===== config.mk =====
export PLATFORM = sky130hd
export DESIGN_NAME = packet_rate_statistics
export DESIGN_NICKNAME = d
export VERILOG_FILES = /design/src/hdl/prs_pkg.sv /design/src/hdl/packet_rate_statistics.sv /design/src/hdl/prs_front.sv /design/src/hdl/prs_queue.sv /design/src/hdl/prs_back.sv
export SDC_FILE = /design/constraint.sdc
export NUM_CORES = 2
export LEC_CHECK = 0
export CAP_MARGIN = 10
export CORE_ASPECT_RATIO = 0.8
export CORE_MARGIN = 1.5
export CORE_UTILIZATION = 60
export CTS_BUF_LIST = sky130_fd_sc_hd__clkbuf_8 sky130_fd_sc_hd__clkbuf_16
export DETAILED_ROUTE_END_ITERATION = 10
export DONT_BUFFER_PORTS = 1
export PLACE_DENSITY = 0.86
export SLEW_MARGIN = 20
export SYNTH_ARGS = -nofsm -noshare
export SYNTH_HDL_FRONTEND = slang
export SYNTH_HIERARCHICAL = 1
export SYNTH_SLANG_ARGS = --single-unit

===== constraint.sdc =====
create_clock -name clk_i -period 10.7 [get_ports clk_i]
set_input_delay 1.605 -clock clk_i [delete_from_list [all_inputs] [get_ports clk_i]]
set_output_delay 1.605 -clock clk_i [all_outputs]
set_load 0.01 [all_outputs]

===== src/hdl/prs_pkg.sv =====
package prs_pkg;

  // Field widths fixed by the item formats
  localparam int LEN_FIELD_BITS = 16;
  localparam int RATE_BITS      = 48;
  localparam int MEAN_BITS      = 24;
  localparam int MEAN_FRAC_BITS = 8;
  localparam int MEAN_INT_BITS  = MEAN_BITS - MEAN_FRAC_BITS;
  localparam int SCALE_BITS     = 32;
  localparam int SCALE_FRAC_BITS = 16;

  // Reset value of the rate scale: 1.0 in Q16.16
  localparam logic [SCALE_BITS-1:0] RATE_SCALE_RESET = 32'h0001_0000;

  // Item kinds
  localparam logic KIND_PACKET = 1'b0;
  localparam logic KIND_TICK   = 1'b1;

  typedef struct packed {
    logic                      kind;
    logic [LEN_FIELD_BITS-1:0] packet_length;
  } in_item_t;

  typedef struct packed {
    logic [RATE_BITS-1:0]      packets_per_second;
    logic [RATE_BITS-1:0]      bytes_per_second;
    logic [LEN_FIELD_BITS-1:0] smallest_length;
    logic [MEAN_BITS-1:0]      mean_length;
    logic [LEN_FIELD_BITS-1:0] largest_length;
  } out_item_t;

  // Back end sequencer states
  typedef enum logic [1:0] {
    ST_IDLE,
    ST_MUL,
    ST_DIV,
    ST_LOAD
  } back_state_e;

endpackage


===== src/hdl/packet_rate_statistics.sv =====
// Channel  | Direction | Handshake                 | Payload
// in       | input     | in_valid_i / in_ready_o   | in_item_i   (prs_pkg::in_item_t)
// out      | output    | out_valid_o / out_ready_i | out_item_o  (prs_pkg::out_item_t)
// cfg      | input     | cfg_we_i                  | cfg_wdata_i (rate scale, Q16.16)
//
// An item is taken every cycle while the queue has room; a packet report only updates
// the accumulators, and a tick snapshots the interval into a two-entry queue.
// Per tick the back end takes the snapshot, forms the four products on one shared
// 32x32 multiplier, runs the bit-serial mean divider and publishes; the divider is
// skipped when the interval counted no packets or the mean saturates.
// The input stalls only while the queue holds two intervals the back end has not
// started. Reset clears the accumulators and sets the rate scale to 1.0.
module packet_rate_statistics #(
  parameter int LENGTH_BITS = 16,
  parameter int COUNT_BITS  = 32
) (
  input  logic                           clk_i,
  input  logic                           rst_ni,
  input  logic                           in_valid_i,
  output logic                           in_ready_o,
  input  prs_pkg::in_item_t              in_item_i,
  output logic                           out_valid_o,
  input  logic                           out_ready_i,
  output prs_pkg::out_item_t             out_item_o,
  input  logic                           cfg_we_i,
  input  logic [prs_pkg::SCALE_BITS-1:0] cfg_wdata_i
);

  localparam int BYTE_BITS   = (COUNT_BITS + LENGTH_BITS > 64) ? 64 : COUNT_BITS + LENGTH_BITS;
  localparam int SNAP_BITS   = COUNT_BITS + BYTE_BITS + 2 * prs_pkg::LEN_FIELD_BITS;
  localparam int QUEUE_DEPTH = 2;

  logic [prs_pkg::SCALE_BITS-1:0] rate_scale_q;
  logic                           q_push;
  logic                           q_full;
  logic                           q_pop;
  logic                           q_empty;
  logic [SNAP_BITS-1:0]           q_wdata;
  logic [SNAP_BITS-1:0]           q_rdata;

  // Hold the rate scale
  always_ff @(posedge clk_i or negedge rst_ni) begin
    if (!rst_ni) begin
      rate_scale_q <= prs_pkg::RATE_SCALE_RESET;
    end else if (cfg_we_i) begin
      rate_scale_q <= cfg_wdata_i;
    end
  end

  prs_front #(
    .LENGTH_BITS (LENGTH_BITS),
    .COUNT_BITS  (COUNT_BITS)
  ) u_front (
    .clk_i      (clk_i),
    .rst_ni     (rst_ni),
    .in_valid_i (in_valid_i),
    .in_ready_o (in_ready_o),
    .in_item_i  (in_item_i),
    .q_full_i   (q_full),
    .q_push_o   (q_push),
    .q_data_o   (q_wdata)
  );

  prs_queue #(
    .WIDTH (SNAP_BITS),
    .DEPTH (QUEUE_DEPTH)
  ) u_queue (
    .clk_i   (clk_i),
    .rst_ni  (rst_ni),
    .push_i  (q_push),
    .data_i  (q_wdata),
    .full_o  (q_full),
    .pop_i   (q_pop),
    .data_o  (q_rdata),
    .empty_o (q_empty)
  );

  prs_back #(
    .LENGTH_BITS (LENGTH_BITS),
    .COUNT_BITS  (COUNT_BITS)
  ) u_back (
    .clk_i       (clk_i),
    .rst_ni      (rst_ni),
    .scale_i     (rate_scale_q),
    .q_empty_i   (q_empty),
    .q_pop_o     (q_pop),
    .q_data_i    (q_rdata),
    .out_valid_o (out_valid_o),
    .out_ready_i (out_ready_i),
    .out_item_o  (out_item_o)
  );

  // No snapshot is pushed into a full queue
  assert property (@(posedge clk_i) disable iff (!rst_ni) !(q_push && q_full))
    else $error("interval pushed into full queue");

  // No snapshot is popped from an empty queue
  assert property (@(posedge clk_i) disable iff (!rst_ni) !(q_pop && q_empty))
    else $error("interval popped from empty queue");

  // A nonzero mean needs a nonzero largest length
  assert property (@(posedge clk_i) disable iff (!rst_ni)
    (out_valid_o && out_item_o.mean_length != '0) |-> (out_item_o.largest_length != '0))
    else $error("nonzero mean with zero largest length");

  // A set smallest length never exceeds the largest
  assert property (@(posedge clk_i) disable iff (!rst_ni)
    (out_valid_o && out_item_o.smallest_length != '0) |->
      (out_item_o.smallest_length <= out_item_o.largest_length))
    else $error("smallest length above largest length");

endmodule


===== src/hdl/prs_front.sv =====
module prs_front #(
  parameter int LENGTH_BITS = 16,
  parameter int COUNT_BITS  = 32,
  localparam int BYTE_BITS  = (COUNT_BITS + LENGTH_BITS > 64) ? 64 : COUNT_BITS + LENGTH_BITS,
  localparam int SNAP_BITS  = COUNT_BITS + BYTE_BITS + 2 * prs_pkg::LEN_FIELD_BITS
) (
  input  logic                  clk_i,
  input  logic                  rst_ni,
  input  logic                  in_valid_i,
  output logic                  in_ready_o,
  input  prs_pkg::in_item_t     in_item_i,
  input  logic                  q_full_i,
  output logic                  q_push_o,
  output logic [SNAP_BITS-1:0]  q_data_o
);

  localparam int LEN_USED = (LENGTH_BITS > prs_pkg::LEN_FIELD_BITS) ?
                            prs_pkg::LEN_FIELD_BITS : LENGTH_BITS;

  logic [COUNT_BITS-1:0] count_q, count_d;
  logic [BYTE_BITS-1:0]  bytes_q, bytes_d;
  logic [LEN_USED-1:0]   floor_q, floor_d;
  logic [LEN_USED-1:0]   ceil_q, ceil_d;
  logic [LEN_USED-1:0]   len;
  logic [BYTE_BITS:0]    byte_sum;
  logic                  accept;
  logic                  is_tick;

  // Packets never need queue space, but keep ready independent of the payload
  assign in_ready_o = !q_full_i;
  assign accept     = in_valid_i && in_ready_o;
  assign is_tick    = (in_item_i.kind == prs_pkg::KIND_TICK);
  assign len        = in_item_i.packet_length[LEN_USED-1:0];
  assign byte_sum   = {1'b0, bytes_q} + (BYTE_BITS + 1)'(len);

  // Hand the finished interval to the back end on a tick
  assign q_push_o = accept && is_tick;
  assign q_data_o = {count_q, bytes_q,
                     prs_pkg::LEN_FIELD_BITS'(floor_q),
                     prs_pkg::LEN_FIELD_BITS'(ceil_q)};

  // Accumulate on a packet, clear on a tick
  always_comb begin
    count_d = count_q;
    bytes_d = bytes_q;
    floor_d = floor_q;
    ceil_d  = ceil_q;
    if (accept && is_tick) begin
      count_d = '0;
      bytes_d = '0;
      floor_d = '0;
      ceil_d  = '0;
    end else if (accept) begin
      if (!(&count_q)) begin
        count_d = count_q + COUNT_BITS'(1);
      end
      // saturate the byte count on carry out
      bytes_d = byte_sum[BYTE_BITS] ? '1 : byte_sum[BYTE_BITS-1:0];
      // zero floor means unset
      if (len < floor_q || floor_q == '0) begin
        floor_d = len;
      end
      if (len > ceil_q) begin
        ceil_d = len;
      end
    end
  end

  always_ff @(posedge clk_i or negedge rst_ni) begin
    if (!rst_ni) begin
      count_q <= '0;
      bytes_q <= '0;
      floor_q <= '0;
      ceil_q  <= '0;
    end else begin
      count_q <= count_d;
      bytes_q <= bytes_d;
      floor_q <= floor_d;
      ceil_q  <= ceil_d;
    end
  end

endmodule


===== src/hdl/prs_queue.sv =====
module prs_queue #(
  parameter int WIDTH = 8,
  parameter int DEPTH = 2
) (
  input  logic             clk_i,
  input  logic             rst_ni,
  input  logic             push_i,
  input  logic [WIDTH-1:0] data_i,
  output logic             full_o,
  input  logic             pop_i,
  output logic [WIDTH-1:0] data_o,
  output logic             empty_o
);

  localparam int PTR_BITS = (DEPTH > 1) ? $clog2(DEPTH) : 1;
  localparam int CNT_BITS = $clog2(DEPTH + 1);

  logic [WIDTH-1:0]    mem_q [DEPTH];
  logic [PTR_BITS-1:0] wr_ptr_q, wr_ptr_d;
  logic [PTR_BITS-1:0] rd_ptr_q, rd_ptr_d;
  logic [CNT_BITS-1:0] count_q, count_d;
  logic                do_push;
  logic                do_pop;

  assign full_o  = (count_q == CNT_BITS'(DEPTH));
  assign empty_o = (count_q == '0);
  assign do_push = push_i && !full_o;
  assign do_pop  = pop_i && !empty_o;
  assign data_o  = mem_q[rd_ptr_q];

  // Advance pointers with wrap, track fill level
  always_comb begin
    wr_ptr_d = wr_ptr_q;
    rd_ptr_d = rd_ptr_q;
    count_d  = count_q;
    if (do_push) begin
      wr_ptr_d = (wr_ptr_q == PTR_BITS'(DEPTH - 1)) ? '0 : wr_ptr_q + PTR_BITS'(1);
    end
    if (do_pop) begin
      rd_ptr_d = (rd_ptr_q == PTR_BITS'(DEPTH - 1)) ? '0 : rd_ptr_q + PTR_BITS'(1);
    end
    if (do_push && !do_pop) begin
      count_d = count_q + CNT_BITS'(1);
    end else if (do_pop && !do_push) begin
      count_d = count_q - CNT_BITS'(1);
    end
  end

  always_ff @(posedge clk_i or negedge rst_ni) begin
    if (!rst_ni) begin
      wr_ptr_q <= '0;
      rd_ptr_q <= '0;
      count_q  <= '0;
    end else begin
      wr_ptr_q <= wr_ptr_d;
      rd_ptr_q <= rd_ptr_d;
      count_q  <= count_d;
    end
  end

  // Store entries
  always_ff @(posedge clk_i) begin
    if (do_push) begin
      mem_q[wr_ptr_q] <= data_i;
    end
  end

endmodule


===== src/hdl/prs_back.sv =====
module prs_back #(
  parameter int LENGTH_BITS = 16,
  parameter int COUNT_BITS  = 32,
  localparam int BYTE_BITS  = (COUNT_BITS + LENGTH_BITS > 64) ? 64 : COUNT_BITS + LENGTH_BITS,
  localparam int SNAP_BITS  = COUNT_BITS + BYTE_BITS + 2 * prs_pkg::LEN_FIELD_BITS
) (
  input  logic                               clk_i,
  input  logic                               rst_ni,
  input  logic [prs_pkg::SCALE_BITS-1:0]     scale_i,
  input  logic                               q_empty_i,
  output logic                               q_pop_o,
  input  logic [SNAP_BITS-1:0]               q_data_i,
  output logic                               out_valid_o,
  input  logic                               out_ready_i,
  output prs_pkg::out_item_t                 out_item_o
);

  localparam int LF        = prs_pkg::LEN_FIELD_BITS;
  localparam int RB        = prs_pkg::RATE_BITS;
  localparam int MB        = prs_pkg::MEAN_BITS;
  localparam int SB        = prs_pkg::SCALE_BITS;
  localparam int PB        = 2 * SB;
  localparam int MUL_STEPS = 4;
  localparam int STEP_BITS = $clog2(MUL_STEPS + 1);
  localparam int BIT_BITS  = $clog2(MB);
  localparam int CMP_BITS  = (BYTE_BITS > COUNT_BITS + prs_pkg::MEAN_INT_BITS) ?
                             BYTE_BITS : COUNT_BITS + prs_pkg::MEAN_INT_BITS;

  prs_pkg::back_state_e state_q, state_d;

  logic [STEP_BITS-1:0]  step_q, step_d;
  logic [BIT_BITS-1:0]   bit_q, bit_d;
  logic [COUNT_BITS-1:0] cnt_q, cnt_d;
  logic [BYTE_BITS-1:0]  byt_q, byt_d;
  logic [LF-1:0]         floor_q, floor_d;
  logic [LF-1:0]         ceil_q, ceil_d;
  logic [PB-1:0]         prod_q, prod_d;
  logic [RB-1:0]         lo_q, lo_d;
  logic [RB-1:0]         pps_q, pps_d;
  logic [RB-1:0]         bps_q, bps_d;
  logic [COUNT_BITS-1:0] rem_q, rem_d;
  logic [MB-1:0]         sh_q, sh_d;
  logic [MB-1:0]         quo_q, quo_d;
  prs_pkg::out_item_t    out_q, out_d;
  logic                  out_valid_q, out_valid_d;

  logic [63:0]           cnt64;
  logic [63:0]           byt64;
  logic [SB-1:0]         mul_op;
  logic [RB:0]           rate_sum;
  logic [RB-1:0]         rate_val;
  logic [COUNT_BITS:0]   rem_shift;
  logic                  rem_ge;
  logic                  mean_ovf;

  assign cnt64 = 64'(cnt_q);
  assign byt64 = 64'(byt_q);

  // Pick the 32-bit half for the shared multiplier
  always_comb begin
    case (step_q[1:0])
      2'd0:    mul_op = cnt64[SB-1:0];
      2'd1:    mul_op = cnt64[PB-1:SB];
      2'd2:    mul_op = byt64[SB-1:0];
      default: mul_op = byt64[PB-1:SB];
    endcase
  end

  // Combine high product with the stored low part, saturate at 48 bits
  assign rate_sum = {1'b0, prod_q[SB-1:0], prs_pkg::SCALE_FRAC_BITS'(0)} + {1'b0, lo_q};
  assign rate_val = (prod_q[PB-1:SB] != '0 || rate_sum[RB]) ? '1 : rate_sum[RB-1:0];

  // One restoring division step; remainder stays below the divisor
  assign rem_shift = {rem_q, sh_q[MB-1]};
  assign rem_ge    = (rem_shift >= {1'b0, cnt_q});

  // Mean overflows Q16.8 when bytes >= packets * 2^16
  assign mean_ovf = (CMP_BITS'(byt_q) >= (CMP_BITS'(cnt_q) << prs_pkg::MEAN_INT_BITS));

  // Sequence one interval: load, four products, divide (skipped on zero count or overflow), publish
  always_comb begin
    state_d     = state_q;
    step_d      = step_q;
    bit_d       = bit_q;
    cnt_d       = cnt_q;
    byt_d       = byt_q;
    floor_d     = floor_q;
    ceil_d      = ceil_q;
    prod_d      = prod_q;
    lo_d        = lo_q;
    pps_d       = pps_q;
    bps_d       = bps_q;
    rem_d       = rem_q;
    sh_d        = sh_q;
    quo_d       = quo_q;
    out_d       = out_q;
    q_pop_o     = 1'b0;
    out_valid_d = out_valid_q && !out_ready_i;
    case (state_q)
      prs_pkg::ST_IDLE: begin
        if (!q_empty_i) begin
          q_pop_o = 1'b1;
          {cnt_d, byt_d, floor_d, ceil_d} = q_data_i;
          step_d  = '0;
          state_d = prs_pkg::ST_MUL;
        end
      end
      prs_pkg::ST_MUL: begin
        if (step_q < STEP_BITS'(MUL_STEPS)) begin
          prod_d = 64'(mul_op) * 64'(scale_i);
        end
        if (step_q != '0) begin
          if (step_q[0]) begin
            lo_d = prod_q[PB-1:prs_pkg::SCALE_FRAC_BITS];
          end else if (step_q == STEP_BITS'(2)) begin
            pps_d = rate_val;
          end else begin
            bps_d = rate_val;
          end
        end
        step_d = step_q + STEP_BITS'(1);
        if (step_q == STEP_BITS'(MUL_STEPS)) begin
          bit_d = '0;
          quo_d = '0;
          rem_d = COUNT_BITS'(byt_q >> prs_pkg::MEAN_INT_BITS);
          sh_d  = {byt_q[prs_pkg::MEAN_INT_BITS-1:0], prs_pkg::MEAN_FRAC_BITS'(0)};
          if (cnt_q == '0) begin
            state_d = prs_pkg::ST_LOAD;
          end else if (mean_ovf) begin
            quo_d   = '1;
            state_d = prs_pkg::ST_LOAD;
          end else begin
            state_d = prs_pkg::ST_DIV;
          end
        end
      end
      prs_pkg::ST_DIV: begin
        quo_d = {quo_q[MB-2:0], rem_ge};
        rem_d = rem_ge ? COUNT_BITS'(rem_shift - {1'b0, cnt_q}) : COUNT_BITS'(rem_shift);
        sh_d  = sh_q << 1;
        bit_d = bit_q + BIT_BITS'(1);
        if (bit_q == BIT_BITS'(MB - 1)) begin
          state_d = prs_pkg::ST_LOAD;
        end
      end
      prs_pkg::ST_LOAD: begin
        if (!out_valid_q || out_ready_i) begin
          out_d.packets_per_second = pps_q;
          out_d.bytes_per_second   = bps_q;
          out_d.smallest_length    = floor_q;
          out_d.mean_length        = quo_q;
          out_d.largest_length     = ceil_q;
          out_valid_d              = 1'b1;
          state_d                  = prs_pkg::ST_IDLE;
        end
      end
      default: begin
        state_d = prs_pkg::ST_IDLE;
      end
    endcase
  end

  always_ff @(posedge clk_i or negedge rst_ni) begin
    if (!rst_ni) begin
      state_q     <= prs_pkg::ST_IDLE;
      step_q      <= '0;
      bit_q       <= '0;
      out_valid_q <= 1'b0;
    end else begin
      state_q     <= state_d;
      step_q      <= step_d;
      bit_q       <= bit_d;
      out_valid_q <= out_valid_d;
    end
  end

  // Working and output payload registers
  always_ff @(posedge clk_i) begin
    cnt_q   <= cnt_d;
    byt_q   <= byt_d;
    floor_q <= floor_d;
    ceil_q  <= ceil_d;
    prod_q  <= prod_d;
    lo_q    <= lo_d;
    pps_q   <= pps_d;
    bps_q   <= bps_d;
    rem_q   <= rem_d;
    sh_q    <= sh_d;
    quo_q   <= quo_d;
    out_q   <= out_d;
  end

  assign out_valid_o = out_valid_q;
  assign out_item_o  = out_q;

endmodule

* Word-level counts from Yosys, hierarchy flattened
Memories as Yosys holds them, arrays and structs flattened. A register that Yosys moved wholly into a read port is not among the register bits. Index checks and enable logic that the tools add are counted.
Storage, ports and cells: bits in registers 599, memory bits (writable) 224, bits of input ports 54, logic and storage cells 144, memories kept 1
Memory list:
- u_queue.mem_q | words 2, bits a word 112, read ports 1, clocked after memory_dff 1, wr ports 1, line prs_queue.sv:18 | logic [WIDTH-1:0] mem_q [DEPTH];
Operators by class: add/sub/neg operators 10, multiply operators 1, $lt $le $gt $ge 5, eq/ne operators 14, multiplexer cells 44, bitwise operators 3, reduce and logical (&&, ||, !) cells 42
Operators by type and width (count):
- 2-to-1 mux 48 bit | 4
- 2-to-1 mux 32 bit | 5
- 2-to-1 mux 16 bit | 6
- 2-to-1 mux 24 bit | 4
- one-hot mux 24 bit (2 select lines) | 2
- one-hot mux 32 bit (3 select lines) | 1
- multiplier 32 x 32 -> 64 bit | 1
- one-hot mux 32 bit (2 select lines) | 1
- adder 48 x 16 -> 49 bit | 1
- adder 48 x 48 -> 49 bit | 1
- >= comparator 48 bit | 1
- >= comparator 33 x 32 -> 1 bit | 1
- adder 32 x 1 -> 32 bit, second input constant | 1
- zero test 32 bit | 1
- AND reduction 32 bit | 1
- nonzero test 32 bit | 1
- subtractor 32 bit | 1
- greater-than comparator 16 bit | 1
- zero test 16 bit | 1
- < comparator 16 bit | 1
- AND reduction 2 bit | 8
- 2-to-1 mux 2 bit | 7
- AND reduction 4 bit | 3
- nonzero test 2 bit | 6
- 26 further kinds | 59

* Logic depth before layout (Yosys ltp)
depth in word-level cells 9, mapped depth 36, depth with buffers taken out 32

* By module
The synthesis kept the hierarchy.
By module, submodules not included:
- prs_back | instances 1, cells an instance 5240, area each 56364.1 um^2
- prs_queue | instances 1, cells an instance 368, area each 8572.0 um^2
- prs_front | instances 1, cells an instance 795, area each 7277.0 um^2
- packet_rate_statistics | instances 1, cells an instance 68, area each 1346.3 um^2

* Least setup slack after synthesis
Ideal clock, no wire load.
path kind register to register, start register u_back.step_q[0], end register u_back.prod_q[59] (data pin), setup time 262 ps, arrival time 8301 ps, data required time 10438 ps, path slack 2137 ps, cell stages (with the launch flop) 34, period minus slack after synthesis 8563 ps, path through dfrtp_1 > inv_1 > ha_1 > clkbuf_1 > clkbuf_1 > a22oi_1 > o21ai_0 > clkbuf_1 > nand2_1 > fa_1 > inv_1 > fa_1 > inv_1 > fa_1 > inv_1 > fa_1 > fa_1 > inv_1 > fa_1 > fa_1 > fa_1 > inv_1 > ha_1 > clkbuf_1 > a21o_1 > a31oi_1 > o21ai_0 > nand3_1 > a31oi_1 > a21oi_1 > o41ai_2 > a221oi_1 > o21bai_1 > xor2_1
Between the ends: longest elaborated chain between the ends 3
RTL lines:
- from (decl) | line prs_back.sv:31 | logic [STEP_BITS-1:0] step_q, step_d;
- from (signal assigned) | line prs_back.sv:171 | step_q <= step_d;
- == test 2 bit (tied with other cells) | line prs_back.sv:61 | case (step_q[1:0])
- one-hot mux 32 bit (3 select lines) (*) | line prs_back.sv:61
- multiplier 32 x 32 -> 64 bit (*) | line prs_back.sv:110 | prod_d = 64'(mul_op) * 64'(scale_i);
- to (signal assigned) | line prs_back.sv:183 | prod_q <= prod_d;
- to (decl) | line prs_back.sv:37 | logic [PB-1:0] prod_q, prod_d;
Mark *: on every way between the ends. The rest lies on a longest branch, timed or not. A chain may end at the register's enable or synchronous reset.

* Worst setup path after layout
start register u_back.step_q[0], end register u_back.prod_q[63] (data pin)
The elaborated chain is that of the path after synthesis.

==> flow_summary.toml <==
[logic_synthesis]
synth_simple_gate_area_frac = 0.127
async_flop_share = 0.172
seq_area_frac_synth = 0.368
synth_top_family_by_area = "adder cells"
synthCells = 6471
synth_cell_type_count = 103
synth_nets = 7840
synth_top_cells_by_count = "985 x inv_1, 899 x fa_1, 768 x edfxtp_1"
synth_top_area_frac = 0.314
synth_ff_type = "edfxtp_1"
ys_seq_elements = 927
synth_mux_area_frac = 0.0306
yosysMostFrequentCell = "inv_1"
synth.avg_cell_area_sq_um = 11.4
synth-xor-area-share = 0.0174
yosys_warnings = 6
synth_largest_area_cell = "edfxtp_1"
synthTopCellsByArea = "edfxtp_1 31%, fa_1 24%, ha_1 7.1%, dfrtp_1 5.4%, and2_1 5.2%"
synth-compound-area-share = 0.0727
netlist_area_sq_mm = 0.0736
synthAdderAreaFrac = 0.315
synth_enable_flop_cells = 768

[route]
wire_per_inst_microns = 24.4
dr.pass1.iters = 7
ant_nets = 0
viasPerCell = 6.20
routed_wl_mm = 196
drt-initial-drc-count = 5637
vias = 49900
drcViolationCount = 0

[sta]
report.final.slew_viol_count = 0
worst_pin_slew_ns = 1.12
slew_headroom = 0.255
fmax_mhz = 101
rsz0062_at_grt = "no"
hold_violations = 0
setup_viol = 0
period_needed_ns = 9.90
min_period_over_period = 0.925
tns_ns = 0
skew_ns = 0.0338

[clock_network]
clk_pin_slew_ns = 0.07
cts-buffers-inserted = 88
clockBufferDepth = 3
cts_sinks = 927
cts_tree = "done"
cts_resized = 0
clockRootBuffer = "clkbuf_16"
h-tree-depth = 3
cts_setup_buffers = 0
hold_buffers = 0
clock_latency_ns = 0.73

[finish]
layout.nets = 7713
fin_area_sq_mm = 0.0782
fillers = 8733
syn_to_final_growth_pct = 6.32
drive_above_1_share = 0.0779

[setup_path]
worst_setup_path_end_kind = "flop"
r2r-start = "u_back/step_q[0]"
crit_required_ns = 11.14
critPathLaunch = "u_back/step_q[0]"
worst_ep_arrival_time_ns = 10.34
cp_max_fo = 24
path_class = "reg -> reg"
cp-start-kind = "flop"

[hold_path]
hold_path_startpoint = "u_back/ceil_q[8]"
hold_class = "reg -> reg"

[die]
die-area_sq_mm = 0.125
die_h_microns = 316
ioPinCount = 208
rows = 114
die_w_microns = 394
core_sq_mm = 0.121
start_util = 0.607

[global_routing]
gr-total-overflow = 0
antenna_found_initial = 3
grtUsageTotal = 0.317
grt_max_degree = 160
grt_pass1_vias = 52000
grt_pass1_wl_mm = 303

[flow_run]
drv_cap = 0

[placed_design]
port_buffers = 0
hpwl_mm = 146
routabilityCongestion = 1.05
postPlaceCellArea_sq_mm = 0.0752

[outcome]
status = "complete, no violations"
-- placed cells by master, fill, tap and decap left out, types with 86 or more instances in the layout --
| cell | n |
|---|---|
| nand2_1 | 657 |
| and2_1 | 609 |
| fa_1 | 899 |
| buf_4 | 106 |
| edfxtp_1 | 768 |
| dfrtp_1 | 153 |
| inv_1 | 1006 |
| clkbuf_16 | 89 |
| nor2_1 | 150 |
| ha_1 | 414 |
| a21o_1 | 121 |
| xnor2_1 | 86 |
| a21oi_1 | 168 |
| mux2_4 | 100 |
| o21ai_0 | 131 |
-- worst max-delay path, cell delays in order (launching register included) --
cell      delay, ns
dfrtp_1        0.43
inv_1          0.14
ha_1           0.78
a22oi_1        0.24
o21ai_2        0.79
buf_4          0.37
and2_1         0.19
fa_1           0.41
fa_1           0.51
inv_1          0.05
fa_1           0.46
fa_1           0.52
inv_1          0.06
fa_1           0.59
fa_1           0.44
fa_1           0.49
inv_1          0.05
fa_1           0.54
inv_1          0.05
ha_1           0.36
and2_1         0.28
nand3_1        0.13
or3_1          0.36
o211ai_1       0.43
a21oi_2        0.17
o31ai_1        0.43
a221oi_1       0.17
xnor2_1        0.16
-- final timing paths --
check,end,slack [ns],depth (start not counted)
max in group asynchronous,u_queue/rd_ptr_q,9.58,0
worst min register to register,u_back/out_item_o[8],0.41,0
worst max register to register,u_back/prod_q[63],0.80,27
worst min-delay path,u_back/out_item_o[8],0.41,0
min in group asynchronous,rate_scale_q[18],0.59,0
worst max-delay path,u_back/prod_q[63],0.80,27
-- cell families after synthesis --
| kind of cell | after synthesis |
|---|---|
| flip-flops | 927 |
| multiplexers | 167 |
| AO/OA/AOI/OAI | 788 |
| adder cells (fa/ha/maj) | 1315 |
| AND/OR/NAND/NOR | 1818 |
| XOR/XNOR | 146 |
| buffers and inverters | 1310 |
-- area by class of cell --
class,count,area (sq um),area share
diodes,3,7.51,0.0000960
clock buffers,95,2310,0.0295
clock inverters,70,696,0.00890
inverters,985,3700,0.0473
multi-input cells,4234,41600,0.532
flip-flops and latches,927,27100,0.346
well taps,1624,2030,0.0260
repair buffers,108,823,0.0105
-- flip-flops by register name, summed over array words and instances, names as in the netlist, 3 cells and up --
signal             count
u_back/quo_q          24
u_back/bps_q          48
u_front/count_q       32
u_back/lo_q           48
u_back/byt_q          48
u_front/bytes_q       48
rate_scale_q          32
u_back/step_q          3
u_queue/mem_q        224
u_back/prod_q         64
u_back/bit_q           5
u_back/ceil_q         16
u_front/ceil_q        16
u_back/rem_q          32
u_back/sh_q           16
u_back/out_item_o    152
u_front/floor_q       16
u_back/pps_q          48
u_back/floor_q        16
u_back/cnt_q          32
-- routing by layer --
metal	global-route usage	routed length, microns	up-vias
li1	-	-	21000
met1	0.434	76100	25100
met2	0.489	89400	3224
met3	0.0862	22600	573
met4	0.122	7900	0
met5	0	0	-
-- per-stage QoR --
step	std cells	worst slack [ns]	util	hold WS (ns)
after global routing	8043	0.350	0.645	0.412
after global placement	7877	1.30	0.620	0.402
after CTS	8042	0.933	0.645	0.410
final	8046	0.804	0.645	0.410
after floorplan	6471	2.14	-	0.400
after detailed placement	7877	0.955	0.620	0.405
Power is left out: the tool's default activity adds up to more than one toggle a clock period on the data nets, which glitch-free logic cannot reach.
